## config.mk

```make
export PLATFORM = sky130hd
export DESIGN_NAME = jpeg_coefficient_run_decoder
export DESIGN_NICKNAME = d
export VERILOG_FILES = /design/src/sv/jcrd_pkg.sv /design/src/sv/jcrd_ram.sv /design/src/sv/jpeg_coefficient_run_decoder.sv
export SDC_FILE = /design/constraint.sdc
export NUM_CORES = 2
export LEC_CHECK = 0
export ABC_CLOCK_PERIOD_IN_PS = 6800
export BUFFER_PORTS_ARGS = -buffer_cell sky130_fd_sc_hd__buf_2
export CORE_UTILIZATION = 30
export CTS_BUF_LIST = sky130_fd_sc_hd__clkbuf_16
export CTS_CLUSTER_SIZE = 30
export DETAILED_ROUTE_END_ITERATION = 16
export PLACE_DENSITY = 0.57
export SLEW_MARGIN = 20
export SYNTH_ARGS = -nofsm -noshare
export SYNTH_HDL_FRONTEND = slang
export SYNTH_SLANG_ARGS = --single-unit
```

## constraint.sdc

```tcl
create_clock -name aclk -period 6.8 [get_ports aclk]
set_input_delay 0.68 -clock aclk [delete_from_list [all_inputs] [get_ports aclk]]
set_output_delay 0.68 -clock aclk [all_outputs]
set_load 0.02 [all_outputs]
```

## src/sv/jcrd_pkg.sv

```systemverilog
// Shared constants, types and helper functions of the JPEG coefficient run decoder.
`default_nettype none
package jcrd_pkg;

    localparam int MAX_COMPONENTS = 3;
    localparam int NUM_QTABLES    = 4;
    localparam int BLOCK_COEFFS   = 64;

    localparam int POS_W   = $clog2(BLOCK_COEFFS);
    localparam int QSEL_W  = $clog2(NUM_QTABLES);
    localparam int QADDR_W = QSEL_W + POS_W;
    localparam int QDEPTH  = NUM_QTABLES * BLOCK_COEFFS;
    localparam int QVAL_W  = 8;
    localparam int COEF_W  = 16;
    localparam int EXTRA_W = 15;
    localparam int CNT_W   = POS_W + 1;

    localparam logic [7:0] SYM_EOB = 8'h00;
    localparam logic [7:0] SYM_ZRL = 8'hF0;
    localparam logic [3:0] MAX_CAT = 4'd15;
    localparam logic [CNT_W-1:0] ZRL_ZEROS = CNT_W'(16);
    localparam logic [CNT_W-1:0] BLOCK_LEN = CNT_W'(BLOCK_COEFFS);
    localparam logic [POS_W-1:0] LAST_POS  = POS_W'(BLOCK_COEFFS - 1);

    typedef enum logic [1:0] {
        CMD_SYMBOL = 2'd0,
        CMD_QWRITE = 2'd1,
        CMD_SCAN   = 2'd2,
        CMD_NONE   = 2'd3
    } cmd_t;

    typedef enum logic [1:0] {
        REG_NUM_COMP = 2'd0,
        REG_COMP0_QT = 2'd1,
        REG_COMP1_QT = 2'd2,
        REG_COMP2_QT = 2'd3
    } reg_idx_t;

    typedef enum logic [4:0] {
        S_IDLE   = 5'b00001,
        S_DECODE = 5'b00010,
        S_EMIT   = 5'b00100,
        S_MUL    = 5'b01000,
        S_OUT    = 5'b10000
    } state_t;

    localparam logic [POS_W-1:0] ZZ_TO_NAT [BLOCK_COEFFS] = '{
         0,  1,  8, 16,  9,  2,  3, 10, 17, 24, 32, 25, 18, 11,  4,  5,
        12, 19, 26, 33, 40, 48, 41, 34, 27, 20, 13,  6,  7, 14, 21, 28,
        35, 42, 49, 56, 57, 50, 43, 36, 29, 22, 15, 23, 30, 37, 44, 51,
        58, 59, 52, 45, 38, 31, 39, 46, 53, 60, 61, 54, 47, 55, 62, 63
    };

    // Sign extension of JPEG magnitude bits: a clear top bit marks a negative value.
    function automatic logic [COEF_W-1:0] extend_bits(input logic [3:0] size,
                                                      input logic [EXTRA_W-1:0] bits);
        logic [COEF_W-1:0] mask;
        logic [COEF_W-1:0] v;
        logic [COEF_W-1:0] top;
        mask = (COEF_W'(1) << size) - COEF_W'(1);
        v    = {1'b0, bits} & mask;
        top  = mask ^ (mask >> 1);
        if (size == 4'd0) begin
            extend_bits = '0;
        end else if ((v & top) == '0) begin
            extend_bits = v - mask;
        end else begin
            extend_bits = v;
        end
    endfunction

endpackage
`default_nettype wire

```

## src/sv/jcrd_ram.sv

```systemverilog
// Generic single-write, single-read RAM with registered read data.
`default_nettype none
module jcrd_ram #(
    parameter int WIDTH = 8,
    parameter int DEPTH = 256
) (
    input  wire logic                     aclk,
    input  wire logic                     we,
    input  wire logic [$clog2(DEPTH)-1:0] waddr,
    input  wire logic [WIDTH-1:0]         wdata,
    input  wire logic [$clog2(DEPTH)-1:0] raddr,
    output logic      [WIDTH-1:0]         rdata
);

    logic [WIDTH-1:0] mem_reg [DEPTH];
    logic [WIDTH-1:0] rdata_reg;

    always_ff @(posedge aclk) begin
        if (we) begin
            mem_reg[waddr] <= wdata;
        end
        rdata_reg <= mem_reg[raddr];
    end

    assign rdata = rdata_reg;

endmodule
`default_nettype wire

```

## src/sv/jpeg_coefficient_run_decoder.sv

```systemverilog
// Top level of the JPEG baseline coefficient run decoder with its symbol sequencer.
//
//  Channel  Direction  Handshake             Payload
//  s_       in         s_valid / s_ready     command, symbol, extra bits, table write
//  m_       out        m_valid / m_ready     coefficient, position, component, flags
//  apb      in         psel/penable/pready   four 2-bit registers at 0x0, 0x4, 0x8, 0xC
//
// An item is taken only when the block is idle. A table write, new scan or ignored
// item is handled in S_IDLE; a coefficient symbol passes S_DECODE, then S_EMIT and
// S_OUT per zero and S_EMIT, S_MUL, S_OUT for the nonzero value, which passes the single
// table read port and the shared multiplier. A stalled result holds the sequencer in place.
// Reset is synchronous and active low; the quantization tables are not cleared.
`default_nettype none
module jpeg_coefficient_run_decoder (
    input  wire logic                           aclk,
    input  wire logic                           aresetn,

    input  wire logic                           s_valid,
    output logic                                s_ready,
    input  wire logic [1:0]                     s_command,
    input  wire logic [7:0]                     s_symbol,
    input  wire logic [jcrd_pkg::EXTRA_W-1:0]   s_extra_bits,
    input  wire logic [jcrd_pkg::QSEL_W-1:0]    s_qt_select,
    input  wire logic [jcrd_pkg::POS_W-1:0]     s_qt_position,
    input  wire logic [jcrd_pkg::QVAL_W-1:0]    s_qt_value,

    output logic                                m_valid,
    input  wire logic                           m_ready,
    output logic signed [jcrd_pkg::COEF_W-1:0]  m_coefficient,
    output logic [jcrd_pkg::POS_W-1:0]          m_natural_position,
    output logic [1:0]                          m_component,
    output logic                                m_block_end,
    output logic                                m_status,
    output logic                                m_last_of_run,

    input  wire logic                           psel,
    input  wire logic                           penable,
    input  wire logic                           pwrite,
    input  wire logic [3:0]                     paddr,
    input  wire logic [31:0]                    pwdata,
    output logic [31:0]                         prdata,
    output logic                                pready
);

    import jcrd_pkg::*;

    state_t state_reg, state_next;

    logic [1:0] num_comp_reg;
    logic [1:0] comp0_qt_reg;
    logic [1:0] comp1_qt_reg;
    logic [1:0] comp2_qt_reg;

    logic [COEF_W-1:0] pred_reg [MAX_COMPONENTS];
    logic [COEF_W-1:0] pred_next [MAX_COMPONENTS];
    logic [POS_W-1:0]  k_reg, k_next;
    logic [1:0]        comp_reg, comp_next;
    logic              halted_reg, halted_next;

    logic [7:0]         sym_reg, sym_next;
    logic [EXTRA_W-1:0] extra_reg, extra_next;
    logic [CNT_W-1:0]   zeros_reg, zeros_next;
    logic               has_val_reg, has_val_next;
    logic [COEF_W-1:0]  val_reg, val_next;

    logic [COEF_W-1:0] out_coef_reg, out_coef_next;
    logic [POS_W-1:0]  out_pos_reg, out_pos_next;
    logic [1:0]        out_comp_reg, out_comp_next;
    logic              out_end_reg, out_end_next;
    logic              out_status_reg, out_status_next;
    logic              out_last_reg, out_last_next;

    logic              in_fire;
    logic              out_fire;
    logic              cfg_write;
    logic              ram_we;
    logic [QADDR_W-1:0] ram_waddr;
    logic [QADDR_W-1:0] ram_raddr;
    logic [QVAL_W-1:0] ram_rdata;
    logic [1:0]        cur_qt;
    logic [1:0]        active_comp;
    logic [3:0]        dc_cat;
    logic [3:0]        run_len;
    logic [3:0]        ac_size;
    logic [CNT_W-1:0]  left_cnt;
    logic [CNT_W-1:0]  run_end;
    logic [COEF_W-1:0] dc_sum;
    logic signed [COEF_W+QVAL_W:0] product;

    assign in_fire   = s_valid && s_ready;
    assign out_fire  = m_valid && m_ready;
    assign cfg_write = psel && penable && pwrite && pready;
    assign s_ready   = (state_reg == S_IDLE);
    assign m_valid   = (state_reg == S_OUT);
    assign pready    = 1'b1;

    always_ff @(posedge aclk) begin
        if (!aresetn) begin
            num_comp_reg <= 2'd3;
            comp0_qt_reg <= 2'd0;
            comp1_qt_reg <= 2'd1;
            comp2_qt_reg <= 2'd1;
        end else if (cfg_write) begin
            unique case (reg_idx_t'(paddr[3:2]))
                REG_NUM_COMP: num_comp_reg <= pwdata[1:0];
                REG_COMP0_QT: comp0_qt_reg <= pwdata[1:0];
                REG_COMP1_QT: comp1_qt_reg <= pwdata[1:0];
                REG_COMP2_QT: comp2_qt_reg <= pwdata[1:0];
                default: ;
            endcase
        end
    end

    always_comb begin
        unique case (reg_idx_t'(paddr[3:2]))
            REG_NUM_COMP: prdata = {30'd0, num_comp_reg};
            REG_COMP0_QT: prdata = {30'd0, comp0_qt_reg};
            REG_COMP1_QT: prdata = {30'd0, comp1_qt_reg};
            REG_COMP2_QT: prdata = {30'd0, comp2_qt_reg};
            default:      prdata = '0;
        endcase
    end

    assign cur_qt = (comp_reg == 2'd0) ? comp0_qt_reg :
                    (comp_reg == 2'd1) ? comp1_qt_reg : comp2_qt_reg;
    assign active_comp = (num_comp_reg == 2'd0) ? 2'd1 : num_comp_reg;

    assign ram_we    = in_fire && (cmd_t'(s_command) == CMD_QWRITE);
    assign ram_waddr = {s_qt_select, s_qt_position};
    assign ram_raddr = {cur_qt, k_reg};

    jcrd_ram #(
        .WIDTH (QVAL_W),
        .DEPTH (QDEPTH)
    ) u_qtable (
        .aclk  (aclk),
        .we    (ram_we),
        .waddr (ram_waddr),
        .wdata (s_qt_value),
        .raddr (ram_raddr),
        .rdata (ram_rdata)
    );

    assign dc_cat   = (sym_reg > 8'(MAX_CAT)) ? MAX_CAT : sym_reg[3:0];
    assign run_len  = sym_reg[7:4];
    assign ac_size  = sym_reg[3:0];
    assign left_cnt = BLOCK_LEN - {1'b0, k_reg};
    assign run_end  = {1'b0, k_reg} + CNT_W'(run_len);
    assign dc_sum   = pred_reg[comp_reg] + extend_bits(dc_cat, extra_reg);
    assign product  = $signed(val_reg) * $signed({1'b0, ram_rdata});

    always_comb begin
        state_next      = state_reg;
        pred_next       = pred_reg;
        k_next          = k_reg;
        comp_next       = comp_reg;
        halted_next     = halted_reg;
        sym_next        = sym_reg;
        extra_next      = extra_reg;
        zeros_next      = zeros_reg;
        has_val_next    = has_val_reg;
        val_next        = val_reg;
        out_coef_next   = out_coef_reg;
        out_pos_next    = out_pos_reg;
        out_comp_next   = out_comp_reg;
        out_end_next    = out_end_reg;
        out_status_next = out_status_reg;
        out_last_next   = out_last_reg;

        unique case (state_reg)
            S_IDLE: begin
                if (in_fire) begin
                    case (cmd_t'(s_command))
                        CMD_SCAN: begin
                            for (int i = 0; i < MAX_COMPONENTS; i++) begin
                                pred_next[i] = '0;
                            end
                            k_next      = '0;
                            comp_next   = '0;
                            halted_next = 1'b0;
                        end
                        CMD_SYMBOL: begin
                            if (!halted_reg) begin
                                sym_next   = s_symbol;
                                extra_next = s_extra_bits;
                                state_next = S_DECODE;
                            end
                        end
                        default: ;
                    endcase
                end
            end
            S_DECODE: begin
                zeros_next   = '0;
                has_val_next = 1'b0;
                state_next   = S_EMIT;
                if (k_reg == '0) begin
                    pred_next[comp_reg] = dc_sum;
                    val_next            = dc_sum;
                    has_val_next        = 1'b1;
                end else if (sym_reg == SYM_EOB) begin
                    zeros_next = left_cnt;
                end else if (sym_reg == SYM_ZRL) begin
                    zeros_next = (left_cnt < ZRL_ZEROS) ? left_cnt : ZRL_ZEROS;
                end else if (run_end >= BLOCK_LEN || ac_size == 4'd0) begin
                    out_coef_next   = '0;
                    out_pos_next    = '0;
                    out_comp_next   = comp_reg;
                    out_end_next    = 1'b0;
                    out_status_next = 1'b1;
                    out_last_next   = 1'b1;
                    halted_next     = 1'b1;
                    state_next      = S_OUT;
                end else begin
                    zeros_next   = CNT_W'(run_len);
                    val_next     = extend_bits(ac_size, extra_reg);
                    has_val_next = 1'b1;
                end
            end
            S_EMIT: begin
                if (zeros_reg != '0) begin
                    out_coef_next   = '0;
                    out_pos_next    = ZZ_TO_NAT[k_reg];
                    out_comp_next   = comp_reg;
                    out_end_next    = (k_reg == LAST_POS);
                    out_status_next = 1'b0;
                    out_last_next   = (zeros_reg == CNT_W'(1)) && !has_val_reg;
                    state_next      = S_OUT;
                end else begin
                    state_next = S_MUL;
                end
            end
            S_MUL: begin
                out_coef_next   = product[COEF_W-1:0];
                out_pos_next    = ZZ_TO_NAT[k_reg];
                out_comp_next   = comp_reg;
                out_end_next    = (k_reg == LAST_POS);
                out_status_next = 1'b0;
                out_last_next   = 1'b1;
                state_next      = S_OUT;
            end
            S_OUT: begin
                if (out_fire) begin
                    if (out_status_reg) begin
                        state_next = S_IDLE;
                    end else begin
                        k_next = k_reg + POS_W'(1);
                        if (k_reg == LAST_POS) begin
                            comp_next = ({1'b0, comp_reg} + 3'd1 >= {1'b0, active_comp}) ?
                                        2'd0 : comp_reg + 2'd1;
                        end
                        if (zeros_reg != '0) begin
                            zeros_next = zeros_reg - CNT_W'(1);
                        end else begin
                            has_val_next = 1'b0;
                        end
                        state_next = out_last_reg ? S_IDLE : S_EMIT;
                    end
                end
            end
            default: state_next = S_IDLE;
        endcase
    end

    always_ff @(posedge aclk) begin
        if (!aresetn) begin
            state_reg  <= S_IDLE;
            k_reg      <= '0;
            comp_reg   <= '0;
            halted_reg <= 1'b0;
            for (int i = 0; i < MAX_COMPONENTS; i++) begin
                pred_reg[i] <= '0;
            end
        end else begin
            state_reg  <= state_next;
            k_reg      <= k_next;
            comp_reg   <= comp_next;
            halted_reg <= halted_next;
            pred_reg   <= pred_next;
        end
    end

    always_ff @(posedge aclk) begin
        sym_reg        <= sym_next;
        extra_reg      <= extra_next;
        zeros_reg      <= zeros_next;
        has_val_reg    <= has_val_next;
        val_reg        <= val_next;
        out_coef_reg   <= out_coef_next;
        out_pos_reg    <= out_pos_next;
        out_comp_reg   <= out_comp_next;
        out_end_reg    <= out_end_next;
        out_status_reg <= out_status_next;
        out_last_reg   <= out_last_next;
    end

    assign m_coefficient      = $signed(out_coef_reg);
    assign m_natural_position = out_pos_reg;
    assign m_component        = out_comp_reg;
    assign m_block_end        = out_end_reg;
    assign m_status           = out_status_reg;
    assign m_last_of_run      = out_last_reg;

    a_no_overlap: assert property (@(posedge aclk) disable iff (!aresetn)
        !(s_ready && m_valid))
        else $error("An item was taken while a result was pending.");

    a_error_shape: assert property (@(posedge aclk) disable iff (!aresetn)
        m_valid && m_status |-> m_last_of_run && m_coefficient == '0 && !m_block_end)
        else $error("An error result carries unexpected fields.");

    a_block_end_pos: assert property (@(posedge aclk) disable iff (!aresetn)
        m_valid && m_block_end |-> m_natural_position == ZZ_TO_NAT[LAST_POS])
        else $error("A block ended before its final position.");

    a_halted_silent: assert property (@(posedge aclk) disable iff (!aresetn)
        in_fire && cmd_t'(s_command) == CMD_SYMBOL && halted_reg |=> state_reg == S_IDLE)
        else $error("A symbol was decoded while halted.");

    a_error_halts: assert property (@(posedge aclk) disable iff (!aresetn)
        out_fire && m_status |=> halted_reg && state_reg == S_IDLE)
        else $error("An error result did not leave the block halted.");

endmodule
`default_nettype wire
```

=== Yosys cells after proc, flatten, opt, wreduce, memory -nomap -nowiden ===
Memory sizes are Yosys's and may differ from the RTL's. A register that Yosys moved wholly into a read port is not among the register bits.
Index checks and enable logic that the tools add are counted.

* ROM bits: 384
* Memory bits (writable): 2048
* Word-level logic and storage cells: 227
* Memories kept: 2
* Output and inout port bits: 62
* Bits in registers: 144

{| class="wikitable"
|+ Memory list
! name !! words !! width !! rd ports !! clocked after Yosys merged registers in !! wr ports !! RTL line !! RTL
|-
| u_qtable.mem_reg || 256 || 8 || 1 || 1 || 1 || jcrd_ram.sv:15 || <nowiki>logic [WIDTH-1:0] mem_reg [DEPTH];</nowiki>
|-
| (no name shown) || 64 || 6 || 1 || 0 || 0 || jpeg_coefficient_run_decoder.sv:235 || <nowiki>out_pos_next = ZZ_TO_NAT[k_reg];</nowiki>
|}

* Equal/unequal tests: 32
* $lt $le $gt $ge: 7
* Bitwise gates (word level): 9
* Shift-type cells: 2
* Mux-type cells: 103
* Multiply operators: 1
* Reduce and logical (&&, ||, !) cells: 38
* Add/sub/neg operators: 11

{| class="wikitable"
|+ Operators by type and width
! cell !! number
|-
| 2-to-1 mux 16 bit || 16
|-
| 2-to-1 mux 48 bit || 3
|-
| one-hot mux 32 bit (4 select lines) || 1
|-
| one-hot mux 48 bit (2 select lines) || 1
|-
| 2-to-1 mux 6 bit || 11
|-
| 2-to-1 mux 7 bit || 7
|-
| bitwise mux 48 bit || 1
|-
| one-hot mux 16 bit (3 select lines) || 1
|-
| 2-to-1 mux 5 bit || 9
|-
| bitwise AND 15 x 16 -> 16 bit || 2
|-
| bitwise AND 16 bit || 2
|-
| binary-select mux 16 bit (select 2 bit) || 1
|-
| demux 16 bit (select 2 bit) || 1
|-
| logical NOT 16 bit || 2
|-
| left shift 1 x 4 -> 16 bit (first input constant) || 2
|-
| subtractor 16 bit || 2
|-
| subtractor 16 x 2 -> 16 bit (second input constant) || 2
|-
| XOR 16 x 15 -> 16 bit || 2
|-
| 2-to-1 mux 2 bit || 14
|-
| one-hot mux 5 bit (5 select lines) || 1
|-
| != test 2 bit (second input constant) || 12
|-
| AND reduction 4 bit || 6
|-
| 2-to-1 mux 1 bit || 22
|-
| one-hot mux 6 bit (3 select lines) || 1
|-
| other kinds (50) || 81
|}

=== Logic depth before layout (Yosys ltp) ===
* Depth in word-level cells: 13
* Mapped depth: 31

=== Modules after synthesis ===
From an unflattened synthesis, not the netlist that was laid out.

* Cells, all modules: 5279
* Area total of the unflattened synthesis: 92637.6 µm²

{| class="wikitable"
|+ Modules (own cells, without submodules)
! module !! cells an instance !! instances !! area an instance (µm²) !! sequential area each (µm²)
|-
| jcrd_ram || 3733 || 1 || 79556.3 || 61659.1
|-
| jpeg_coefficient_run_decoder || 1546 || 1 || 13081.3 || 3623.5
|}

=== Worst setup path before layout ===
Ideal clock, no wire load.

* Path type: reg2reg
* From: register sym_reg[1]
* To: register val_reg[13] (data pin)
* Data required time: 6.535 ns
* Slack: 0.146 ns
* Cell stages (with the launch flop): 28
* Arrival: 6.389 ns
* Buffers on the path: 4
* Cells stage by stage: edfxtp_1 -> clkbuf_1 -> nor4_2 -> inv_2 -> nor2_1 -> inv_1 -> ha_1 -> clkbuf_1 -> or2_2 -> o31ai_1 -> a21oi_1 -> a311oi_1 -> o2111ai_1 -> or2_0 -> buf_2 -> clkbuf_1 -> mux2i_1 -> nor2_1 -> ha_1 -> a211oi_1 -> o211ai_1 -> a31o_2 -> o311ai_0 -> nand2b_1 -> a21oi_1 -> xor2_1 -> nor2_1 -> or3_1

* Longest elaborated chain between the ends: 11
* Elaborated cells between the ends (all ways): 27
* Classes of those cells: add/sub: 5; order compare: 1; shift: 2; mux: 9; bitwise: 6; reduce/logical: 4

{| class="wikitable"
|+ Ends and longest elaborated chain
! what !! RTL line !! RTL
|-
| start, declared || jpeg_coefficient_run_decoder.sv:60 || <nowiki>logic [7:0] sym_reg, sym_next;</nowiki>
|-
| start signal, assigned || jpeg_coefficient_run_decoder.sv:284 || <nowiki>sym_reg <= sym_next;</nowiki>
|-
| branches (longest 10 deep; another with subtractor 16 x 2 -> 16 bit) || -- ||
|-
| 2-to-1 mux 16 bit (*) || jpeg_coefficient_run_decoder.sv:197 || <nowiki>if (k_reg == '0) begin</nowiki>
|-
| end signal, assigned || jpeg_coefficient_run_decoder.sv:288 || <nowiki>val_reg <= val_next;</nowiki>
|-
| end, declared || jpeg_coefficient_run_decoder.sv:64 || <nowiki>logic [COEF_W-1:0] val_reg, val_next;</nowiki>
|}

Mark *: on every way between the ends. The select of a mux whose other input is x is not followed.
A chain may end at the register's enable or synchronous reset.

=== Worst setup path in the final report ===
* From: register sym_reg[4]
* To: register val_reg[13] (data pin)

* Longest elaborated chain between the ends: 11
* Elaborated cells between the ends (all ways): 14
* Classes of those cells: add/sub: 3; order compare: 1; shift: 1; mux: 4; bitwise: 3; reduce/logical: 2

{| class="wikitable"
|+ Ends and longest elaborated chain
! what !! RTL line !! RTL
|-
| > comparator 8 x 4 -> 1 bit (*) || jpeg_coefficient_run_decoder.sv:144 || <nowiki>assign dc_cat = (sym_reg > 8'(MAX_CAT)) ? MAX_CAT : sym_reg[3:0];</nowiki>
|-
| 2-to-1 mux 4 bit (*) || jpeg_coefficient_run_decoder.sv:144 ||
|-
| branches (longest 6 deep; another with subtractor 16 x 2 -> 16 bit) || -- ||
|-
| 2-to-1 mux 16 bit (*) || jcrd_pkg.sv:63 || <nowiki>if (size == 4'd0) begin</nowiki>
|-
| adder 16 bit (*) || jpeg_coefficient_run_decoder.sv:149 || <nowiki>assign dc_sum = pred_reg[comp_reg] + extend_bits(dc_cat, extra_reg);</nowiki>
|-
| 2-to-1 mux 16 bit (*) || jpeg_coefficient_run_decoder.sv:197 ||
|}

Mark *: on every way between the ends.

==> metrics.txt <==
min-delay src=s_symbol[1]; DIE HEIGHT=555.9 µm; DRC viols=0; final core utilization=34.22%; DP Wirelength=139200 µm; num ports=146; switch share=22.07%; layout cells sized above 1=23.59%; syn avg cell area=19.15 µm²; Seq pwr share=51.9%; initial drt markers=5082; router iterations before antenna repair=6; Clk Latency, worst-skew pair=900 ps; Clk pwr share=40.9%; commonest non-fill, non-tap cell in the layout=edfxtp_1; Pint=22.40 mW; clk sinks=2200; initial core utilization=30.12%; Worst Hold Endpoint=sym_reg[1]; crit end category=register; NetSw=6.344 mW; synth warn=0; Worst R2R End=val_reg[13]; CP Class=register to register; flop2flop setup slack=490 ps; Max VDD drop=0.2320 mV; TNS Setup=0 ps; clock tree buffer depth=4; max FFs per register=2048; worst-path fanout max=9; Buffers on Ports=82; min cycle time layout=6308 ps; Routed WL=230600 µm; combinational share of power=7.2%; Post-synth EDFFs=2122; commonest cells after routing, fill and taps aside=2122 x edfxtp_1, 675 x mux4_2, 364 x nor2_1; Leakage=31.72 nW; setup repair after global routing missed its margin=false; Overflow after GRT=0; DR vias/cell=5.036; Critical Path Start Type=register; CTS Buf Count=222; Max Clk Rate=158.5 MHz; vias in the first global route=46820; worst clock skew=107.1 ps; Max Slew Vio Count=0; CTS H-tree lvls=4; routed len/inst=25.02 µm; fillcell total=28470; Top FF cell, synth=edfxtp_1; Final #Nets=5164; Placer Congestion=0.8422; area delta synth->final=13.61%; initial antenna violation count=30; #FFs+latches synth=2200; status=finished clean; Tightest Hold Check Type=primary input to register; Finished Cell Area=104600 µm²; ys async rst share=0%; clock root buffer=clkbuf_16; die area=309000 µm²; final hold slack=62.14 ps; power per cell area=274.9 nW/µm²; Yosys cell types=90; row count=203; hold path cells=1; RR Startpoint=sym_reg[4]; CTS tree=done; largest net degree at the start of global routing=178; post-synthesis sequential area ratio=70.93%; DP Area=97470 µm²; R2R cell count=24; critical path data arrival time=6860 ps; die width=555.9 µm; Post-Syn Area=92040 µm²; Max Cap Violations=0; Tot GR Track Use=14.78%; critical path required time=7350 ps; Max-slew headroom=21.70%; clock slew at reported path FFs=60 ps; Final ANT Viol Nets=0; DR vias=46410; Final Setup Violations=0; # Post-CTS Setup Buffers=0; Worst Tran Pin Value=1170 ps; Fin. Hold Viols=0; core area=305600 µm²; period utilization=92.76%; first-pass GRT wire length=336100 µm; Syn Inst Count=4806
[power by group through the flow]
stage	registers (mW)	clock network, mW	logic (mW)
after floorplan	15.2	0	1.37
after global placement	15.2	0	2.08
after detailed placement	15.2	0	2.11
after CTS	14.9	12.0	2.12
after global routing	14.9	12.5	2.28
final	14.9	11.7	2.08
[critical path: stages, from the launching register on]
cell and delay (ps):
edfxtp_1 420, or4_1 590, nor2_1 160, inv_1 80
ha_1 310, or2_2 330, o31ai_1 220, a21oi_1 120
a311oi_1 350, o2111ai_1 210, or2_1 390, buf_4 230
nor2_1 140, xnor2_1 80, o21ai_0 250, ha_1 320
and3_1 190, a31o_2 250, o311ai_0 300, buf_4 180
nand2b_1 50, a21oi_1 240, xor2_2 280, nor2_1 50
or3_1 320
[worst max-delay path by stage]
stage | start | endpoint | slack, ps
2_1_floorplan | sym_reg[1] | val_reg[13] | 150
3_3_place_gp | sym_reg[5] | val_reg[13] | 430
3_5_place_dp | sym_reg[1] | val_reg[13] | 430
4_1_cts | sym_reg[1] | val_reg[13] | 330
5_1_grt | sym_reg[4] | val_reg[13] | 10
6_report | sym_reg[4] | val_reg[13] | 490
[final cells by class]
class	count	area, µm²	area share, %
sequential	2200	65310	62.45
multi-input combinational	2230	25320	24.21
clock buffer	224	5605	5.361
tap	4100	5130	4.906
timing repair buffer	189	1554	1.486
clock inverter	171	1276	1.220
inverter	98	367.9	0.3518
antenna	5	12.51	0.01197
[kinds of logic after synthesis]
logic type	after synthesis	share of synthesized area [%]
adder cells (fa/ha/maj)	139	2.403
multiplexers	730	17.13
AND/OR/NAND/NOR	918	4.679
other	2	0.008160
flip-flops	2200	70.93
AO/OA/AOI/OAI	351	2.462
buffers and inverters	405	1.805
XOR/XNOR	61	0.5805
[synth_stat cells, types with 69 or more instances]
cell type  count  share of area [%]
buf_1         75               0.31
mux4_2       675                 17
clkbuf_1     191               0.78
ha_1          76                1.0
inv_1         95               0.39
nor2_1       364                1.5
a21oi_1       69               0.38
nand3_1       82               0.45
edfxtp_1    2122                 69
o21ai_0      117               0.64
dfxtp_1       78                1.7
and2_1       111               0.75
nand2_1      180               0.73
[through the flow]
| step | power [mW] | instances | setup WS [ps] |
|---|---|---|---|
| 2_1_floorplan | 16.53 | 4835 | 145.5 |
| 3_3_place_gp | 17.28 | 8801 | 433.9 |
| 3_5_place_dp | 17.31 | 8801 | 426.2 |
| 4_1_cts | 29.03 | 9211 | 326.1 |
| 5_1_grt | 29.70 | 9214 | 11.38 |
| 6_report | 28.74 | 9217 | 492.5 |
[metal layers]
metal	track usage (%)	wire length, µm	vias up
li1	-	-	19660
met1	21.10	99180	24660
met2	23.51	109000	1799
met3	2.729	18090	288
met4	2.982	4296	8
met5	0	51	-
[repair_timing]
action | in CTS | in global routing
hold endpoints to repair | 15 | 0
hold buffers | 15 | 0
resized for setup | 0 | 4
setup endpoints to repair | 0 | 3
(Power assumes the default switching activity.)
